===== config.mk =====
export PLATFORM = sky130hd
export DESIGN_NAME = set_median_engine_core
export DESIGN_NICKNAME = d
export VERILOG_FILES = /design/src/sv/smed_pkg.sv /design/src/sv/set_median_engine_core.sv /design/src/sv/smed_store.sv
export SDC_FILE = /design/constraint.sdc
export NUM_CORES = 2
export LEC_CHECK = 0
export ABC_AREA = 1
export BUFFER_PORTS_ARGS = -buffer_cell sky130_fd_sc_hd__buf_2
export CAP_MARGIN = 25
export CORE_MARGIN = 8
export CORE_UTILIZATION = 55
export DETAILED_ROUTE_END_ITERATION = 7
export GPL_TIMING_DRIVEN = 0
export PLACE_DENSITY_LB_ADDON = 0.2
export RECOVER_POWER = 100
export SYNTH_ARGS = -nofsm -noshare
export SYNTH_HDL_FRONTEND = slang
export SYNTH_SLANG_ARGS = --single-unit

===== constraint.sdc =====
create_clock -name clock -period 4.85 [get_ports clock]
set_input_delay 1.455 -clock clock [delete_from_list [all_inputs] [get_ports clock]]
set_output_delay 1.455 -clock clock [all_outputs]
set_load 0.1 [all_outputs]

===== src/sv/smed_pkg.sv =====
// Package: shared constants, transaction structs and sequencer states of the set median engine.
package smed_pkg;

   localparam int MAX_ITEMS  = 64;
   localparam int VALUE_BITS = 24;
   localparam int MED_BITS   = VALUE_BITS + 1;
   localparam int ADDR_W     = (MAX_ITEMS > 1) ? $clog2(MAX_ITEMS) : 1;
   localparam int CNT_W      = $clog2(MAX_ITEMS + 1);

   typedef struct packed {
      logic [VALUE_BITS-1:0] sample_value;
      logic                  carries_value;
      logic                  last_item;
   } req_type;

   typedef struct packed {
      logic [MED_BITS-1:0] median_doubled;
      logic                set_empty;
      logic                set_overflowed;
   } rsp_type;

   typedef enum logic [2:0] {
      ST_IDLE,
      ST_CAND,
      ST_LATCH,
      ST_SWEEP,
      ST_RANK,
      ST_DONE
   } state_type;

endpackage


===== src/sv/set_median_engine_core.sv =====
// Top level: loads a set of values, then finds its median by rank counting.
// Loading: one value transaction per cycle while busy is low.
// After the last transaction, each stored value in turn becomes the candidate and is ranked
// by the single compare unit sweeping the store; an empty set goes straight to the done state.
// The result strobe lasts one cycle; the receiver cannot stall it.
// Synchronous reset empties the set and returns the sequencer to idle.
module set_median_engine_core (
   input  logic             clock,
   input  logic             reset,
   input  logic             start,
   output logic             busy,
   input  smed_pkg::req_type req_item,
   output logic             rsp_valid,
   output smed_pkg::rsp_type rsp_item
);

   smed_pkg::state_type state_ff, state_in;

   logic [smed_pkg::CNT_W-1:0]      cnt_ff, cnt_in;
   logic                            ovf_ff, ovf_in;
   logic [smed_pkg::CNT_W-1:0]      cand_idx_ff, cand_idx_in;
   logic [smed_pkg::CNT_W-1:0]      sweep_ff, sweep_in;
   logic                            cmp_vld_ff, cmp_vld_in;
   logic [smed_pkg::VALUE_BITS-1:0] cand_ff, cand_in;
   logic [smed_pkg::CNT_W-1:0]      lt_ff, lt_in;
   logic [smed_pkg::CNT_W-1:0]      eq_ff, eq_in;
   logic [smed_pkg::VALUE_BITS-1:0] lo_ff, lo_in;
   logic [smed_pkg::VALUE_BITS-1:0] hi_ff, hi_in;
   logic                            rsp_valid_ff, rsp_valid_in;
   smed_pkg::rsp_type               rsp_ff, rsp_in;

   logic                            accept;
   logic                            full;
   logic                            wr_en;
   logic [smed_pkg::CNT_W-1:0]      cnt_next;
   logic [smed_pkg::ADDR_W-1:0]     rd_addr;
   logic [smed_pkg::VALUE_BITS-1:0] rd_data;
   logic [smed_pkg::CNT_W-1:0]      rank_hi;
   logic [smed_pkg::CNT_W-1:0]      k_lo;
   logic [smed_pkg::CNT_W-1:0]      k_hi;

   assign busy     = (state_ff != smed_pkg::ST_IDLE);
   assign accept   = start && !busy;
   assign full     = (cnt_ff >= smed_pkg::CNT_W'(smed_pkg::MAX_ITEMS));
   assign wr_en    = accept && req_item.carries_value && !full;
   assign cnt_next = cnt_ff + smed_pkg::CNT_W'(wr_en);
   assign rd_addr  = (state_ff == smed_pkg::ST_CAND) ? cand_idx_ff[smed_pkg::ADDR_W-1:0]
                                                    : sweep_ff[smed_pkg::ADDR_W-1:0];
   assign rank_hi  = lt_ff + eq_ff;
   assign k_lo     = (cnt_ff - smed_pkg::CNT_W'(1)) >> 1;
   assign k_hi     = cnt_ff >> 1;

   smed_store #(
      .DEPTH (smed_pkg::MAX_ITEMS),
      .WIDTH (smed_pkg::VALUE_BITS)
   ) u_store (
      .clock   (clock),
      .wr_en   (wr_en),
      .wr_addr (cnt_ff[smed_pkg::ADDR_W-1:0]),
      .wr_data (req_item.sample_value),
      .rd_addr (rd_addr),
      .rd_data (rd_data)
   );

   always_comb begin
      state_in = state_ff;
      case (state_ff)
         smed_pkg::ST_IDLE: begin
            if (accept && req_item.last_item) begin
               state_in = (cnt_next == '0) ? smed_pkg::ST_DONE : smed_pkg::ST_CAND;
            end
         end
         smed_pkg::ST_CAND:  state_in = smed_pkg::ST_LATCH;
         smed_pkg::ST_LATCH: state_in = smed_pkg::ST_SWEEP;
         smed_pkg::ST_SWEEP: begin
            if (sweep_ff == cnt_ff) begin
               state_in = smed_pkg::ST_RANK;
            end
         end
         smed_pkg::ST_RANK: begin
            if (cand_idx_ff + smed_pkg::CNT_W'(1) == cnt_ff) begin
               state_in = smed_pkg::ST_DONE;
            end else begin
               state_in = smed_pkg::ST_CAND;
            end
         end
         smed_pkg::ST_DONE:  state_in = smed_pkg::ST_IDLE;
         default:            state_in = smed_pkg::ST_IDLE;
      endcase
   end

   always_comb begin
      cnt_in       = cnt_ff;
      ovf_in       = ovf_ff;
      cand_idx_in  = cand_idx_ff;
      sweep_in     = sweep_ff;
      cmp_vld_in   = 1'b0;
      cand_in      = cand_ff;
      lt_in        = lt_ff;
      eq_in        = eq_ff;
      lo_in        = lo_ff;
      hi_in        = hi_ff;
      rsp_valid_in = 1'b0;
      rsp_in       = rsp_ff;
      case (state_ff)
         smed_pkg::ST_IDLE: begin
            cnt_in      = cnt_next;
            ovf_in      = ovf_ff || (accept && req_item.carries_value && full);
            cand_idx_in = '0;
         end
         smed_pkg::ST_CAND: begin
         end
         smed_pkg::ST_LATCH: begin
            cand_in  = rd_data;
            sweep_in = '0;
            lt_in    = '0;
            eq_in    = '0;
         end
         smed_pkg::ST_SWEEP: begin
            if (sweep_ff < cnt_ff) begin
               cmp_vld_in = 1'b1;
               sweep_in   = sweep_ff + smed_pkg::CNT_W'(1);
            end
            if (cmp_vld_ff) begin
               if (rd_data < cand_ff) begin
                  lt_in = lt_ff + smed_pkg::CNT_W'(1);
               end
               if (rd_data == cand_ff) begin
                  eq_in = eq_ff + smed_pkg::CNT_W'(1);
               end
            end
         end
         smed_pkg::ST_RANK: begin
            if (lt_ff <= k_lo && k_lo < rank_hi) begin
               lo_in = cand_ff;
            end
            if (lt_ff <= k_hi && k_hi < rank_hi) begin
               hi_in = cand_ff;
            end
            cand_idx_in = cand_idx_ff + smed_pkg::CNT_W'(1);
         end
         smed_pkg::ST_DONE: begin
            rsp_valid_in          = 1'b1;
            rsp_in.set_empty      = (cnt_ff == '0);
            rsp_in.set_overflowed = ovf_ff;
            if (cnt_ff == '0) begin
               rsp_in.median_doubled = '0;
            end else begin
               rsp_in.median_doubled = {1'b0, lo_ff} + {1'b0, hi_ff};
            end
            cnt_in = '0;
            ovf_in = 1'b0;
         end
         default: begin
         end
      endcase
   end

   always_ff @(posedge clock) begin
      if (reset) begin
         state_ff     <= smed_pkg::ST_IDLE;
         cnt_ff       <= '0;
         ovf_ff       <= 1'b0;
         cmp_vld_ff   <= 1'b0;
         rsp_valid_ff <= 1'b0;
      end else begin
         state_ff     <= state_in;
         cnt_ff       <= cnt_in;
         ovf_ff       <= ovf_in;
         cmp_vld_ff   <= cmp_vld_in;
         rsp_valid_ff <= rsp_valid_in;
      end
      cand_idx_ff <= cand_idx_in;
      sweep_ff    <= sweep_in;
      cand_ff     <= cand_in;
      lt_ff       <= lt_in;
      eq_ff       <= eq_in;
      lo_ff       <= lo_in;
      hi_ff       <= hi_in;
      rsp_ff      <= rsp_in;
   end

   assign rsp_valid = rsp_valid_ff;
   assign rsp_item  = rsp_ff;

`ifndef SYNTHESIS
   a_single_strobe: assert property (@(posedge clock) disable iff (reset)
      rsp_valid |=> !rsp_valid)
      else $error("result strobe held for more than one cycle");

   a_strobe_after_busy: assert property (@(posedge clock) disable iff (reset)
      rsp_valid |-> $past(busy))
      else $error("result strobe without a preceding busy period");

   a_empty_zero: assert property (@(posedge clock) disable iff (reset)
      (rsp_valid && rsp_item.set_empty) |-> (rsp_item.median_doubled == '0))
      else $error("empty set with nonzero median");

   a_count_bound: assert property (@(posedge clock) disable iff (reset)
      cnt_ff <= smed_pkg::CNT_W'(smed_pkg::MAX_ITEMS))
      else $error("value count beyond store depth");
`endif

endmodule


===== src/sv/smed_store.sv =====
// Value store: single write port, single registered read port.
module smed_store #(
   parameter int DEPTH = 64,
   parameter int WIDTH = 24,
   parameter int AW    = (DEPTH > 1) ? $clog2(DEPTH) : 1
) (
   input  logic             clock,
   input  logic             wr_en,
   input  logic [AW-1:0]    wr_addr,
   input  logic [WIDTH-1:0] wr_data,
   input  logic [AW-1:0]    rd_addr,
   output logic [WIDTH-1:0] rd_data
);

   logic [WIDTH-1:0] mem [DEPTH];
   logic [WIDTH-1:0] rd_data_ff;

   always_ff @(posedge clock) begin
      if (wr_en) begin
         mem[wr_addr] <= wr_data;
      end
      rd_data_ff <= mem[rd_addr];
   end

   assign rd_data = rd_data_ff;

endmodule


# Word-level counts from Yosys, hierarchy flattened
# Memory sizes are Yosys's and may differ from the RTL's. A register that Yosys moved wholly into a read port is not among the register bits.
# Index checks and enable logic that the tools add are counted.
# op_classes
addsub	8
mul	0
n_div	0
n_lt_le_gt_ge	7
eq_ne	14
shifts	0
mux	21
bitwise	1
reduce_logical	24
# op_table
cell	count
case mux 7 bit (2 select lines)	5
2-to-1 mux 7 bit	5
adder 7 x 1 -> 7 bit (second input constant)	4
adder 24 x 24 -> 25 bit	1
equality test 24 bit	1
< comparator 24 bit	1
case mux 3 bit (5 select lines)	1
equality test 7 bit	2
less-or-equal comparator 7 x 6 -> 1 bit	2
zero test 7 bit	2
< comparator 6 x 7 -> 1 bit	2
2-to-1 mux 3 bit	4
!= test 2 bit (second input constant)	6
AND reduction 2 bit	4
adder 7 x 1 -> 7 bit	1
adder 7 bit	1
>= comparator 7 bit (second input constant)	1
logical AND 1 bit	7
< comparator 7 bit	1
subtractor 7 x 1 -> 7 bit (second input constant)	1
equality test 3 x 2 -> 1 bit (second input constant)	2
equality test 3 bit (second input constant)	2
2-to-1 mux 6 bit	1
AND reduction 3 bit	2
10 further kinds	16
# word_totals
ff_bits	140
latchBits	0
ramBits	1536
mem_bits_ro	0
in_bits	29
wordCells	91
n_memories	1
# mem_list
name	depth	width	read_ports	rd_ports_with_merged_regs	write_ports	line	rtl
u_store.mem	64	24	1	1	1	smed_store.sv:15	logic [WIDTH-1:0] mem [DEPTH];

# Logic depth before layout (Yosys ltp)
# logic_depth
depth_word	10
mapped_depth	16
ltp_nobuf	15

# By module
# From an unflattened synthesis, not the netlist that was laid out.
# unflattened
cells_unflattened	6190
area_unflattened_um2	71282.1
# by_module_without_submodules
mod	n_inst	cells_each	area_each_um2	seq_area_each_um2
smed_store	1	5230	62755.2	46604.7
set_median_engine_core	1	960	8526.9	4073.9

# Worst setup path before layout
# No wires, ideal clock.
# synth_path
path_type	reg2reg
startpoint	reg cnt_ff[3] (netlist name)
endpoint	reg lo_ff[0] (netlist name), enable pin
setup_time_ps	405
arrival_time_ps	3318
path_slack_ps	1127
path_stages_with_launch	17
path_buffers	2
period_less_slack_ps	3723
path_cell_list	dfxtp_1 -> clkbuf_1 -> nor2_1 -> nand2_1 -> nor2_1 -> inv_1 -> nor2_2 -> inv_1 -> buf_2 -> nand2_1 -> inv_1 -> ha_1 -> a21oi_1 -> o21ai_0 -> o21ai_0 -> nand2_1 -> nor2_1
# synth_between
elab_chain_cells	4
word_cells_on_any_way	5
cone_classes	add/sub (1); order compare (2); reduce/logical (2)
# synth_rtl
element	line	rtl
start, declared	set_median_engine_core.sv:19	logic [smed_pkg::CNT_W-1:0] cnt_ff, cnt_in;
start signal, assigned	set_median_engine_core.sv:168	cnt_ff <= cnt_in;
subtractor 7 x 1 -> 7 bit (*)	set_median_engine_core.sv:50	assign k_lo = (cnt_ff - smed_pkg::CNT_W'(1)) >> 1;
less-or-equal comparator 7 x 6 -> 1 bit or < comparator 6 x 7 -> 1 bit (tied branches)	set_median_engine_core.sv:134	if (lt_ff <= k_lo && k_lo < rank_hi) begin
logical AND 1 bit (*)	set_median_engine_core.sv:134	
AND reduction 2 bit (no source line) (*)	-	
end signal, assigned	set_median_engine_core.sv:178	lo_ff <= lo_in;
end, declared	set_median_engine_core.sv:27	logic [smed_pkg::VALUE_BITS-1:0] lo_ff, lo_in;
# Mark *: on every way between the ends. The rest lies on a longest branch, timed or not.
# A chain may end at the register's enable or synchronous reset.

# Worst setup path in the final report
# layout_path
startpoint	reg state_ff[2]
endpoint	reg u_store.rd_data_ff[5] (netlist: u_store.rd_data[5]) (read register of u_store.mem)
# layout_between
elab_chain_cells	2
# layout_rtl
element	line	rtl
start, declared	set_median_engine_core.sv:17	smed_pkg::state_type state_ff, state_in;
start signal, assigned	set_median_engine_core.sv:161	state_ff <= smed_pkg::ST_IDLE;
start signal, assigned	set_median_engine_core.sv:167	state_ff <= state_in;
equality test 3 x 1 -> 1 bit	set_median_engine_core.sv:47	assign rd_addr = (state_ff == smed_pkg::ST_CAND) ? cand_idx_ff[smed_pkg::ADDR_W-1:0]
2-to-1 mux 6 bit	set_median_engine_core.sv:47	
end, declared	smed_store.sv:16	logic [WIDTH-1:0] rd_data_ff;
# No other way between the ends.

==> flow_metrics.py <==
metrics = {
    "drt": {
        "drtIter0Drc": 8370,
        "drt_first_pass_iters": 6,
        "drt-wirelength-per-cell_um": 25.9,
        "drtAntennaViolNets": 0,
        "wl_mm": 242,
        "vias_per_cell": 5.85,
        "drc": 0,
        "routed-via-count": 54800,
    },
    "clocking": {
        "cts_resized": 0,
        "cts_hold_buf": 0,
        "cts_tree": "done",
        "clock_path_buffers": 3,
        "root_buffer": "clkbuf_16",
        "cts_buffers": 175,
        "cts_max_level": 4,
        "postCtsSetupRepairBufs": 0,
        "cts.sinks": 1700,
        "path_clk_slew_ps": 60,
        "clk_latency_ps": 840,
    },
    "die": {
        "fp.dieH_um": 386,
        "fp-row-count": 135,
        "coreArea_um2": 136000,
        "pin_count": 58,
        "die_w_um": 386,
        "initial_core_util_pct": 55.5,
        "die_area_um2": 149000,
    },
    "timing": {
        "post-route-period-util_pct": 98.8,
        "grt_setup_unrepaired": "no",
        "max-slew-margin-rel_pct": -174,
        "max_freq_mhz": 209,
        "setup_viol": 0,
        "post-route-min-period_ps": 4790,
        "slew_violations": 1628,
        "final_hold_viol_count": 0,
        "setup_ws_ps": 56.0,
        "worst_pin_slew_ps": 4110,
        "finClkSkew_ps": 33.3,
    },
    "global_routing": {
        "grt_pass1_vias": 51400,
        "grt_max_degree": 65,
        "grt_pass1_wl_mm": 347,
        "grt-ovfl-total": 0,
        "grt_use_total_pct": 32.1,
        "grt_antenna_before_repair": 14,
    },
    "critical_path": {
        "rrSetupSlack_ps": 60,
        "worst_setup_path_start_kind": "flip-flop",
        "worstSetupPathType": "reg2reg",
        "crit_path_end_kind": "flip-flop",
        "cp_max_fo": 10,
        "crit_arrival_ps": 5470,
        "crit_required_ps": 5520,
    },
    "logic_synthesis": {
        "ys_seq_area_share_pct": 67.3,
        "async_reset_ff_share_pct": 0,
        "synth-seq-cells": 1700,
        "syn_inst": 7091,
        "synth_ff_type": "edfxtp_1",
        "ys_warn_count": 0,
        "synth_edf_count": 1663,
        "avgSynthCellArea_um2": 10.6,
        "ys_types": 45,
        "syn_nets": 7212,
        "syn_area_um2": 75300,
    },
    "placed_design": {
        "io_buffers": 57,
        "place_congestion": 1.01,
        "place_ws_ps": 544,
        "dp_hpwl_mm": 165,
    },
    "outcome": {
        "violations": "capacitance limit, slew limit",
        "status": "finished, violations left",
    },
    "pwr": {
        "pwr-share-comb_pct": 37.3,
        "clockPowerShare_pct": 27.5,
        "power_density_nw_per_um2": 565,
        "power_frac_seq_pct": 35.2,
        "finalPower_w": 0.0478,
        "ir_drop_v": 0.000425,
        "p_int_w": 0.0284,
        "power_leakage_nw": 34.6,
        "switching_share_pct": 40.6,
        "p_switching_w": 0.0194,
    },
    "layout": {
        "drive_gt1_share_pct": 8.58,
        "fillers": 10600,
        "area_growth_pct": 12.4,
        "layout_commonest_cell": "nand2_1",
        "final_util_pct": 62.4,
        "final_cell_mix": "nand2_1 (1,690), edfxtp_1 (1,663), nand3_1 (1,440), inv_1 (1,179), buf_2 (288)",
        "multiInputGateArea_um2": 18600,
        "nets": 7532,
        "seq_area_um2": 50700,
    },
    "worst_hold_path": {
        "hp-class": "reg2reg",
    },
    "job": {
        "drv_cap": 44,
    },
}
power by group through the flow:
stage                     registers (W)  logic [W]  clock network, W
after floorplan                  0.0172    0.00966                 0
after global placement           0.0171     0.0167                 0
after detailed placement         0.0171     0.0171                 0
after CTS                        0.0168     0.0172            0.0132
after global routing             0.0169     0.0187            0.0137
final                            0.0168     0.0178            0.0131
metal layers:
layer | GRT usage [%] | vias up | part of all wire, %
met5 | 0 | - | 0.0070
met4 | 14.8 | 2 | 5.4
met3 | 7.75 | 670 | 13
met2 | 50.3 | 3769 | 45
met1 | 42.7 | 26000 | 37
li1 | - | 24300 | -
cell usage after synthesis (2+ instances only):
cell type / number / area, µm²
nand4_1: 7 / 43.8
nor2_1: 155 / 582
a31oi_1: 3 / 18.8
nor3b_1: 5 / 37.5
a21o_1: 6 / 45.0
buf_2: 289 / 1450
o2111ai_1: 2 / 17.5
ha_1: 90 / 1130
o21a_1: 3 / 22.5
or2_2: 16 / 100
inv_1: 1178 / 4420
o21ai_2: 3 / 26.3
nand2_1: 1689 / 6340
nand3b_1: 217 / 1630
clkbuf_1: 58 / 218
nand3_1: 1439 / 7200
a211oi_1: 3 / 22.5
a21oi_1: 82 / 410
a21boi_0: 4 / 30.0
o21ai_0: 49 / 245
nand2_2: 2 / 12.5
dfxtp_1: 37 / 741
nor3_1: 16 / 80.1
o211ai_1: 3 / 22.5
xnor2_1: 9 / 78.8
nor4_1: 3 / 18.8
xor2_1: 10 / 87.6
buf_1: 15 / 56.3
edfxtp_1: 1663 / 49900
o21ai_1: 2 / 10.0
o21bai_1: 5 / 37.5
inv_2: 2 / 7.51
or2_0: 12 / 75.1
fa_1: 2 / 40.0
nor2_2: 2 / 12.5
path summary, 6_finish.rpt:
kind	cells after the start	startpoint	to
worst max register to register	13	state_ff[2]	u_store.rd_data[5]
worst min register to register	0	u_store.rd_data[0]	cand_ff[0]
worst max-delay path	13	state_ff[2]	u_store.rd_data[5]
worst min-delay path	0	u_store.rd_data[0]	cand_ff[0]
layout make-up:
type,count,share of cell area [%]
Antenna cell,11,0.0325
Buffer,364,2.05
Clock buffer,232,5.60
Clock inverter,95,0.911
Inverter,1181,5.24
Multi-Input combinational cell,3846,22.0
Sequential cell,1700,59.9
Tap cell,1781,2.63
Timing Repair Buffer,143,1.58
cell families after synthesis:
family / Yosys count / share of synthesized area [%]
AO/OA/AOI/OAI: 169 / 1.26
XOR/XNOR: 19 / 0.221
adder cells (fa/ha/maj): 92 / 1.55
buffers and inverters: 1545 / 8.19
flip-flops: 1700 / 67.3
AND/OR/NAND/NOR: 3566 / 21.5
through the flow:
stage          hold slack, ps  std cells   TNS, ps  area [µm²]
5_1_grt                   440       9342         0       84600
2_1_floorplan             403       7091         0       75300
6_report                  427       9353         0       84600
3_3_place_gp              414       8929  -1125330       77800
3_5_place_dp              411       9014         0       80100
4_1_cts                   427       9341         0       85600
flip-flops by register name, summed over array words and instances (netlist names):
name             count
cand_ff             24
cand_idx_ff          7
cmp_vld_ff           1
cnt_ff               7
eq_ff                7
hi_ff               24
lo_ff               24
lt_ff                7
ovf_ff               1
rsp_item            27
rsp_valid            1
state_ff             3
sweep_ff             7
u_store.mem       1536
u_store.rd_data     24
worst max-delay path, cell delays in order, from the launching register on:
cell and delay [ps]:
dfxtp_1 480, inv_1 160, nand3_1 280, nand2_2 410, nand2_1 700, clkbuf_1 770
buf_2 550, nand2_1 110, nand3_1 140, nand3_1 140, nand3_1 110, nand3_1 330
nand3_1 290, nand2_1 150
No activity file was read; power rests on OpenSTA's default activity.
